$ cat src/design/prfb_pkg.sv
// prfb_pkg: shared types, constants and the pattern table for the page framebuffer fill unit
// no dependencies; used by the front, queue, back and top modules (the checker does not use it)
package prfb_pkg;

  // default screen geometry
  localparam int unsigned SCREEN_COLUMNS_DEF = 128;
  localparam int unsigned SCREEN_PAGES_DEF   = 8;

  // field widths sized for the largest supported screen (256 columns, 16 pages)
  localparam int unsigned COL_W  = 8;
  localparam int unsigned PAGE_W = 4;

  // command queue between front and back, power of two
  localparam int unsigned QUEUE_DEPTH = 2;

  localparam logic FUNC_FILL = 1'b0;
  localparam logic FUNC_READ = 1'b1;

  localparam logic [7:0] FILL_TABLE [8][8] = '{
    '{8'hFF, 8'hFF, 8'hFF, 8'hFF, 8'hFF, 8'hFF, 8'hFF, 8'hFF},
    '{8'h55, 8'hAA, 8'h55, 8'hAA, 8'h55, 8'hAA, 8'h55, 8'hAA},
    '{8'hFF, 8'h00, 8'hFF, 8'h00, 8'hFF, 8'h00, 8'hFF, 8'h00},
    '{8'h55, 8'h55, 8'h55, 8'h55, 8'h55, 8'h55, 8'h55, 8'h55},
    '{8'h55, 8'h00, 8'h55, 8'h00, 8'h55, 8'h00, 8'h55, 8'h00},
    '{8'hFF, 8'hAA, 8'hFF, 8'hAA, 8'hFF, 8'hAA, 8'hFF, 8'hAA},
    '{8'h11, 8'h22, 8'h44, 8'h88, 8'h11, 8'h22, 8'h44, 8'h88},
    '{8'h88, 8'h44, 8'h22, 8'h11, 8'h88, 8'h44, 8'h22, 8'h11}
  };

  typedef enum logic [2:0] {
    B_CLEAR,
    B_IDLE,
    B_FILL,
    B_DRAIN,
    B_READ,
    B_RESP
  } back_state_e;

  // classified item; for a read, col_lo/page_first carry the address and
  // active says the address is on screen
  typedef struct packed {
    logic              is_read;
    logic              active;
    logic [COL_W-1:0]  col_lo;
    logic [COL_W-1:0]  col_hi;
    logic [PAGE_W-1:0] page_first;
    logic [PAGE_W-1:0] page_last;
    logic [7:0]        top_mask;
    logic [7:0]        bot_mask;
    logic [2:0]        pattern;
  } cmd_t;

  function automatic logic [7:0] pattern_byte(input logic [2:0] sel, input logic [2:0] x);
    return FILL_TABLE[sel][x];
  endfunction

endpackage

$ cat src/design/prfb_cmd_queue.sv
// prfb_cmd_queue: short command queue between the front and the back
// depends on prfb_pkg
module prfb_cmd_queue (
  input  logic           clk_i,
  input  logic           rst_ni,
  input  logic           push_i,
  input  prfb_pkg::cmd_t cmd_i,
  input  logic           pop_i,
  output prfb_pkg::cmd_t cmd_o,
  output logic           full_o,
  output logic           empty_o
);
  import prfb_pkg::*;

  localparam int unsigned QW = (QUEUE_DEPTH > 1) ? $clog2(QUEUE_DEPTH) : 1;

  cmd_t          entries_q [QUEUE_DEPTH];
  logic [QW-1:0] wptr_q, wptr_d, rptr_q, rptr_d;
  logic [QW:0]   count_q, count_d;

  assign full_o  = (count_q == (QW+1)'(QUEUE_DEPTH));
  assign empty_o = (count_q == '0);
  assign cmd_o   = entries_q[rptr_q];

  always_comb begin
    wptr_d  = push_i ? wptr_q + 1'b1 : wptr_q;
    rptr_d  = pop_i ? rptr_q + 1'b1 : rptr_q;
    count_d = count_q + (QW+1)'(push_i) - (QW+1)'(pop_i);
  end

  always_ff @(posedge clk_i or negedge rst_ni) begin
    if (!rst_ni) begin
      wptr_q  <= '0;
      rptr_q  <= '0;
      count_q <= '0;
    end else begin
      wptr_q  <= wptr_d;
      rptr_q  <= rptr_d;
      count_q <= count_d;
    end
  end

  always_ff @(posedge clk_i) begin
    if (push_i) begin
      entries_q[wptr_q] <= cmd_i;
    end
  end

endmodule

$ cat config.mk
export PLATFORM = sky130hd
export DESIGN_NAME = prfb_cmd_queue
export DESIGN_NICKNAME = d
export VERILOG_FILES = /design/src/design/prfb_pkg.sv /design/src/design/prfb_cmd_queue.sv
export SDC_FILE = /design/constraint.sdc
export NUM_CORES = 1
export LEC_CHECK = 0
export BUFFER_PORTS_ARGS = -buffer_cell sky130_fd_sc_hd__buf_2
export CAP_MARGIN = 20
export CELL_PAD_IN_SITES_DETAIL_PLACEMENT = 1
export CELL_PAD_IN_SITES_GLOBAL_PLACEMENT = 2
export CORE_MARGIN = 3
export CORE_UTILIZATION = 35
export CTS_BUF_LIST = sky130_fd_sc_hd__clkbuf_2 sky130_fd_sc_hd__clkbuf_4 sky130_fd_sc_hd__clkbuf_8
export DETAILED_ROUTE_END_ITERATION = 16
export PLACE_DENSITY_LB_ADDON = 0.1
export SLEW_MARGIN = 25
export SYNTH_ARGS = -nofsm -noshare
export SYNTH_HDL_FRONTEND = slang
export SYNTH_SLANG_ARGS = --single-unit
$ cat constraint.sdc
create_clock -name clk_i -period 3.17 [get_ports clk_i]
set_input_delay 0.1585 -clock clk_i [delete_from_list [all_inputs] [get_ports clk_i]]
set_output_delay 0.1585 -clock clk_i [all_outputs]
set_load 0.005 [all_outputs]
==> key figures <==
Power
  – Pwr dens: 749 nW/um^2
  – Leak: 1.97 nW
  – Worst vdd ir: 0.297 mV
  – Total power: 3.65 mW

Die
  – Die Y: 108 um
  – Die X-Extent: 108 um
  – Core area: 9950 sq um
  – Top-Level Pins: 96
  – Row cnt: 36
  – Initial core utilization: 36.6%
  – Die area: 11700 sq um

Yosys
  – Share of the synthesized area in the top cell type: 74.2%
  – Mapped Area: 3640 sq um
  – Distinct cells, synth: 13
  – Sequential area share after synthesis: 76.9%
  – Number of synthesis warnings: 0
  – Syn avg cell area: 23.5 sq um
  – Synth Instances: 155
  – Syn_nets: 206
  – Yosys reg bits: 94
  – Biggest area consumer among synthesized cells: edfxtp_1
  – Synth top area cells: edfxtp_1, mux2_4, dfrtp_1

STA
  – RSZ-0062 raised after global routing: no
  – Fin crit share: 66.1%
  – Final setup viols: 0
  – Slew @ Worst Pin: 0.777 ns
  – Max-slew headroom: 48.2%
  – Pins Over Slew Limit: 0
  – Final hold violations: 0
  – Sum Neg Setup Slack: 0 ns
  – Max Freq: 477 MHz
  – Setup ws final: 1.08 ns
  – Clk_skew: 0.00590 ns
  – Period minus WS final: 2.09 ns

Setup path
  – Critical path arrival: 1.94 ns
  – R2r setup slk: 1.44 ns
  – Cells on worst reg2reg path: 2
  – Req. time, crit path: 3.01 ns
  – Kind of critical path: flop to output port
  – Crit. End Element: output port
  – CP Launch Type: flop
  – Crit path launch: rptr_q
  – Reg2reg start: wptr_q
  – CP Max Fanout: 27
  – Worst r2r dst: entries_q[1][42]

Hold path
  – Min-Delay Path Class: input pin to flop
  – Hold endpoint: entries_q[0][9]
  – Hold Crit Depth: 1
  – Hold path start: cmd_i[9]

Clock network
  – CTS buffer count: 9
  – Clk Latency, worst-skew pair: 0.35 ns
  – Post-CTS sizing: 0
  – CTS H-tree lvls: 3
  – Root Buffer: clkbuf_8
  – CTS tree: yes
  – Clk slew on worst S/H paths: 0.08 ns
  – Clock sink count: 94
  – Clk buf depth: 2

Placed design
  – DP HPWL: 4490 um
  – Dpl ws: 1.39 ns
  – Buffers on Ports: 95
  – GPL Wtd Cong: 0.637

Global route
  – Global-route wire length before repair: 10600 um
  – Initial antenna violation count: 0
  – Largest net degree at the start of global routing: 31
  – Aggregate global routing overflow: 0
  – Number of global-route vias before repair: 2055
  – Tot GR Track Use: 12.3%

Run
  – Max cap viols: 0

Layout
  – Final Util: 48.9%
  – Commonest non-fill, non-tap cell in the layout: buf_2
  – Number of diodes: 0
  – Area growth syn-to-layout: 33.7%
  – Most frequent cells in the layout: buf_2, edfxtp_1, dlygate4sd3_1, mux2_4, clkbuf_8
  – # nets final: 355
  – Share of post-route cells with drive strength above 1: 52.4%

Route
  – DR pass1 iterations: 4
  – Number of nets still failing antenna checks after routing: 0
  – Iter 0 DRT Violations: 46
  – Vias: 1896
  – Post-route DRC: 0
  – Routed WL: 6900 um
  – Routed vias/inst: 4.29
  – DR WL/cell: 15.6 um

Outcome
  – Run status: finished, final reports clean
worst max path at each step:
stage               cells past startpoint  slack [ns]               end
detailed placement                      2        1.39  entries_q[1][40]
CTS                                     3        1.03         cmd_o[41]
global placement                        3        1.42         cmd_o[41]
global route                            3        0.95         cmd_o[41]
finish                                  3        1.08         cmd_o[41]
floorplan                               1        0.30   entries_q[0][0]
stage by stage:
stage          std cells  hold WS (ns)  area [sq um]
2_1_floorplan        155        -0.137          3640
3_3_place_gp         382       -0.0235          4260
3_5_place_dp         382       -0.0170          4260
4_1_cts              442      0.000264          4870
5_1_grt              442       0.00416          4870
6_report             442        0.0134          4870
routing by layer:
layer / track usage (%) / wire length, um / vias to the layer above
li1: - / - / 899
met1: 15.1 / 2860 / 930
met2: 20.9 / 3580 / 58
met3: 2.99 / 358 / 9
met4: 4.87 / 97 / 0
met5: 0 / 0 / -
critical path, stage by stage, from the launching register on:
cell and delay (ns):
dfrtp_2 0.78, buf_12 0.30, mux2_2 0.37, buf_2 0.13
flip-flops by register name, indices dropped and copies added (netlist names):
name and flops:
wptr_q 1, entries_q 90, rptr_q 1, count_q 2
logic make-up (layout without fill, tap and decap cells):
kind of cell	count (synthesis)	in the layout	share of synthesized area [%]
XOR/XNOR	3	3	1.13
adder cells (fa/ha/maj)	2	2	0.687
buffers and inverters	7	161	2.71
flip-flops	94	94	76.9
multiplexers	45	45	17.9
AND/OR/NAND/NOR	4	4	0.618
area by class of cell:
class                           count  area (sq um)
Tap cell                          133           166
Clock inverter                      6          38.8
Fill cell                         971          5080
Clock buffer                       10           131
Multi-Input combinational cell     54           751
Timing Repair Buffer              143           971
Sequential cell                    94          2800
Inverter                            2          7.51
where the power goes:
part / switching [mW] / internal [mW]
sequential: 0.137 / 1.65
clock: 0.405 / 0.291
combinational: 0.467 / 0.697
synth_stat cells:
library cell,number
ha_1,2
edfxtp_1,90
inv_1,2
dfrtp_1,4
nor2_1,1
and2_1,1
xor3_1,1
xor2_1,2
buf_6,1
nor2b_1,2
buf_12,4
mux2_4,39
mux2_2,6
repair_timing:
item                      4_1_cts  5_1_grt
hold endpoints to repair       87        0
hold buffers                   44        0
setup buffers                   0        0
Power figures use the tool's default switching activity.
