==> src/design/prfb_pkg.sv <==
// prfb_pkg: shared types, constants and the pattern table for the page framebuffer fill unit
// no dependencies; used by the front, queue, back and top modules (the checker does not use it)
package prfb_pkg;

  // default screen geometry
  localparam int unsigned SCREEN_COLUMNS_DEF = 128;
  localparam int unsigned SCREEN_PAGES_DEF   = 8;

  // field widths sized for the largest supported screen (256 columns, 16 pages)
  localparam int unsigned COL_W  = 8;
  localparam int unsigned PAGE_W = 4;

  // command queue between front and back, power of two
  localparam int unsigned QUEUE_DEPTH = 2;

  localparam logic FUNC_FILL = 1'b0;
  localparam logic FUNC_READ = 1'b1;

  localparam logic [7:0] FILL_TABLE [8][8] = '{
    '{8'hFF, 8'hFF, 8'hFF, 8'hFF, 8'hFF, 8'hFF, 8'hFF, 8'hFF},
    '{8'h55, 8'hAA, 8'h55, 8'hAA, 8'h55, 8'hAA, 8'h55, 8'hAA},
    '{8'hFF, 8'h00, 8'hFF, 8'h00, 8'hFF, 8'h00, 8'hFF, 8'h00},
    '{8'h55, 8'h55, 8'h55, 8'h55, 8'h55, 8'h55, 8'h55, 8'h55},
    '{8'h55, 8'h00, 8'h55, 8'h00, 8'h55, 8'h00, 8'h55, 8'h00},
    '{8'hFF, 8'hAA, 8'hFF, 8'hAA, 8'hFF, 8'hAA, 8'hFF, 8'hAA},
    '{8'h11, 8'h22, 8'h44, 8'h88, 8'h11, 8'h22, 8'h44, 8'h88},
    '{8'h88, 8'h44, 8'h22, 8'h11, 8'h88, 8'h44, 8'h22, 8'h11}
  };

  typedef enum logic [2:0] {
    B_CLEAR,
    B_IDLE,
    B_FILL,
    B_DRAIN,
    B_READ,
    B_RESP
  } back_state_e;

  // classified item; for a read, col_lo/page_first carry the address and
  // active says the address is on screen
  typedef struct packed {
    logic              is_read;
    logic              active;
    logic [COL_W-1:0]  col_lo;
    logic [COL_W-1:0]  col_hi;
    logic [PAGE_W-1:0] page_first;
    logic [PAGE_W-1:0] page_last;
    logic [7:0]        top_mask;
    logic [7:0]        bot_mask;
    logic [2:0]        pattern;
  } cmd_t;

  function automatic logic [7:0] pattern_byte(input logic [2:0] sel, input logic [2:0] x);
    return FILL_TABLE[sel][x];
  endfunction

endpackage

==> src/design/prfb_front.sv <==
// prfb_front: accepts items, clips fill rectangles to the screen and builds queue commands
// depends on prfb_pkg
module prfb_front #(
  parameter int unsigned SCREEN_COLUMNS = prfb_pkg::SCREEN_COLUMNS_DEF,
  parameter int unsigned SCREEN_PAGES   = prfb_pkg::SCREEN_PAGES_DEF
) (
  input  logic               in_valid_i,
  output logic               in_stall_o,
  input  logic               func_i,
  input  logic signed [8:0]  rect_left_i,
  input  logic signed [7:0]  rect_top_i,
  input  logic [7:0]         rect_width_i,
  input  logic [6:0]         rect_height_i,
  input  logic [2:0]         pattern_sel_i,
  input  logic [2:0]         read_page_i,
  input  logic [6:0]         read_column_i,
  input  logic               queue_full_i,
  input  logic               clearing_i,
  output logic               push_o,
  output prfb_pkg::cmd_t     cmd_o
);
  import prfb_pkg::*;

  localparam int unsigned ROWS = SCREEN_PAGES * 8;
  localparam logic signed [10:0] COL_MAX  = 11'(SCREEN_COLUMNS - 1);
  localparam logic signed [9:0]  ROW_MAX  = 10'(ROWS - 1);
  localparam logic [4:0]         PAGE_LIM = 5'(SCREEN_PAGES);
  localparam logic [8:0]         COL_LIM  = 9'(SCREEN_COLUMNS);

  logic signed [10:0] left_s, right_s, xl_c, xr_c;
  logic signed [9:0]  ytop_s, ybot_s, yt_c, yb_c;
  logic               fill_active, read_active;

  assign left_s  = 11'(rect_left_i);
  assign right_s = left_s + 11'(rect_width_i) - 11'sd1;
  assign ytop_s  = 10'(rect_top_i);
  assign ybot_s  = ytop_s + 10'(rect_height_i) - 10'sd1;

  assign xl_c = (left_s < 11'sd0) ? 11'sd0 : left_s;
  assign xr_c = (right_s > COL_MAX) ? COL_MAX : right_s;
  assign yt_c = (ytop_s < 10'sd0) ? 10'sd0 : ytop_s;
  assign yb_c = (ybot_s > ROW_MAX) ? ROW_MAX : ybot_s;

  // column range empty after clipping covers rectangles wholly off either side
  assign fill_active = (rect_width_i != 8'd0) && (rect_height_i != 7'd0) &&
                       (yt_c <= yb_c) && (xl_c <= xr_c);

  assign read_active = ({2'b00, read_page_i} < PAGE_LIM) &&
                       ({2'b00, read_column_i} < COL_LIM);

  always_comb begin
    cmd_o         = '0;
    cmd_o.is_read = (func_i == FUNC_READ);
    cmd_o.pattern = pattern_sel_i;
    if (func_i == FUNC_READ) begin
      cmd_o.active     = read_active;
      cmd_o.col_lo     = {1'b0, read_column_i};
      cmd_o.page_first = {1'b0, read_page_i};
    end else begin
      cmd_o.active     = fill_active;
      cmd_o.col_lo     = xl_c[COL_W-1:0];
      cmd_o.col_hi     = xr_c[COL_W-1:0];
      cmd_o.page_first = yt_c[6:3];
      cmd_o.page_last  = yb_c[6:3];
      cmd_o.top_mask   = 8'hFF << yt_c[2:0];
      cmd_o.bot_mask   = 8'hFF >> (3'd7 - yb_c[2:0]);
    end
  end

  // nothing is taken while the store is being cleared after reset
  assign in_stall_o = queue_full_i || clearing_i;
  assign push_o     = in_valid_i && !in_stall_o;

endmodule

==> config.mk <==
export PLATFORM = sky130hd
export DESIGN_NAME = prfb_front
export DESIGN_NICKNAME = d
export VERILOG_FILES = /design/src/design/prfb_pkg.sv /design/src/design/prfb_front.sv
export SDC_FILE = /design/constraint.sdc
export NUM_CORES = 1
export LEC_CHECK = 0
export ABC_AREA = 1
export BUFFER_PORTS_ARGS = -buffer_cell sky130_fd_sc_hd__buf_2
export CORE_MARGIN = 2
export CORE_UTILIZATION = 54
export DETAILED_ROUTE_END_ITERATION = 12
export PLACE_DENSITY = 0.93
export SLEW_MARGIN = 25
export SYNTH_ARGS = -nofsm -noshare
export SYNTH_HDL_FRONTEND = slang
export SYNTH_SLANG_ARGS = --single-unit
==> constraint.sdc <==
create_clock -name vclk -period 6.6
set_input_delay 0.66 -clock vclk [all_inputs]
set_output_delay 0.66 -clock vclk [all_outputs]
set_load 0.005 [all_outputs]
==> impl_metrics.py <==
metrics = {
    "timing": {
        "setup_tns_ns": 0,
        "hold_viol": 0,
        "slew_headroom_pct": 62.15,
        "fin_crit_sh_pct": 67.65,
        "fmax_mhz": 224.0,
        "setup_viol": 0,
        "tightest_slew_ns": 0.5643,
        "setup_ws_ns": 2.135,
        "min_period_ns": 4.465,
        "grt_setup_unrepaired": "no",
        "drv_slew": 0,
    },
    "critical_path": {
        "criticalPathCategory": "primary input to primary output",
        "cp-start-kind": "primary input",
        "cp.arrival_ns": 3.80,
        "cp-startpoint": "rect_left_i[1]",
        "cp_slowest_stage_delay_ns": 0.40,
        "end_kind": "primary output",
        "cp-endpoint": "cmd_o[43]",
        "crit_buf_inv": 7,
        "cp_slowest_cell": "fa_1",
        "cp_top_family": "adder cells",
        "required_ns": 5.94,
        "worstPathMaxFanout": 9,
        "cp.depth": 25,
    },
    "placed_design": {
        "dp_hpwl_um": 4738,
        "dp_slack_ns": 2.160,
        "port_buffers": 90,
        "gp_congestion": 0.9075,
    },
    "drt": {
        "via_per_inst": 4.958,
        "drc": 0,
        "ant_nets": 0,
        "drtIter0Drc": 70,
        "wirelength_um": 5354,
        "vias": 2459,
        "wl_per_cell_um": 10.79,
        "dr.pass1.iters": 5,
    },
    "synth": {
        "synth_top_area_cell": "ha_1",
        "yosysWarnings": 0,
        "synth_cell_types": 32,
        "synthCells": 369,
        "ys_seq_area_share_pct": 0,
        "syn_area_um2": 2074,
        "synth_area_leaders": "ha_1 27%, inv_1 18%, nand2_1 14%",
        "synth_top_area_share_pct": 27.14,
        "synth_nets": 465,
        "syn_avg_cell_area_um2": 5.622,
    },
    "final_layout": {
        "diodes": 0,
        "n_clock_buffer": 0,
        "seq_area_um2": 0,
        "fill_cells": 339,
        "most-common-layout-cells": "100 x inv_1, 90 x buf_2, 79 x nand2_1, 45 x ha_1, 36 x nor2_1",
        "layout_commonest_cell": "inv_1",
        "multiInputGateArea_um2": 1620,
        "nFlopsAndLatches": 0,
        "drive_above_1_share_pct": 25.00,
        "finalNetCount": 546,
        "syn_to_final_growth_pct": 21.71,
    },
    "global_routing": {
        "track_usage_pct": 24.58,
        "gr-total-overflow": 0,
        "antenna_found_initial": 0,
        "grt_first_pass_wirelength_um": 8852,
        "grt_pass1_vias": 2215,
        "grt_max_degree": 32,
    },
    "pwr": {
        "max-vdd-ir-drop_mv": 0.06778,
        "power.density_nw_per_um2": 115.1,
        "p_leak_nw": 1.741,
    },
    "floorplan": {
        "coreArea_um2": 3689,
        "start_util_pct": 56.24,
        "die_w_um": 65.98,
        "num_rows": 22,
        "io_pins": 96,
        "dieHeight_um": 65.98,
        "die-area_um2": 4353,
    },
    "clocking": {
        "postCtsSetupBuffers": 0,
        "cts_hold_buf": 0,
        "ctsResizeCount": 0,
    },
    "run_status": {
        "status": "completed",
    },
    "hold_path": {
        "min_path_type": "primary input to primary output",
        "hold_path.startpoint": "pattern_sel_i[2]",
    },
    "run": {
        "drv_cap": 0,
    },
}
## report_power, final
group	internal [mW]	switching [mW]
clock	0	0
combinational	0.118	0.172
sequential	0	0
## synth_stat cells, drive strengths merged
cell type and number:
xor2 6, o21bai 1, nand2 90, xnor2 2
a21o 2, nor4 3, fa 2, or2 2
o21a 1, a21oi 21, a21boi 2, nand4 7
buf 5, nor3 4, a22oi 1, a31oi 1
ha 45, inv 104, clkinv 1, nand3 18
nor2 36, o211ai 1, o21ai 8, clkbuf 6
## logic make-up (layout without fill, tap and decap cells)
| group | Yosys count | in the layout | share of synthesized area, % |
|---|---|---|---|
| AO/OA/AOI/OAI | 38 | 38 | 10.56 |
| buffers and inverters | 116 | 195 | 21.89 |
| AND/OR/NAND/NOR | 160 | 160 | 35.10 |
| XOR/XNOR | 8 | 8 | 3.378 |
| adder cells (fa/ha/maj) | 47 | 47 | 29.07 |
## stage by stage
step | hold slack [ns] | cells | util, % | power [mW] | cell area (µm²)
after floorplan | 1.358 | 369 | - | 0.2077 | 2074
after global placement | 1.320 | 496 | 68.45 | 0.2797 | 2525
after detailed placement | 1.320 | 496 | 68.45 | 0.2888 | 2525
after CTS | 1.320 | 496 | 68.45 | 0.2899 | 2525
after global routing | 1.320 | 496 | 68.45 | 0.3301 | 2525
final | 1.320 | 496 | 68.45 | 0.2906 | 2525
## worst min path at each step
stage                     cells after the start        end  slack (ns)
after CTS                                     0   cmd_o[0]        1.32
after floorplan                               1  cmd_o[14]        1.36
after global routing                          0   cmd_o[2]        1.32
final                                         0   cmd_o[2]        1.32
after detailed placement                      0   cmd_o[0]        1.32
after global placement                        0   cmd_o[0]        1.32
## layout make-up
type	count	area share (%)
Multi-Input combinational cell	253	64.17
Tap cell	48	2.379
Timing Repair Buffer	90	17.84
Inverter	105	15.61
## metal layers
layer	GRT usage, %	part of all wire, %	vias to the layer above	wire length [µm]
met2	49.87	51	87	2711
met4	3.061	0.24	0	13
met1	28.78	43	1082	2294
met5	0	0	-	0
li1	-	-	1288	-
met3	0.8518	6.3	2	335
Power figures use the tool's default switching activity.
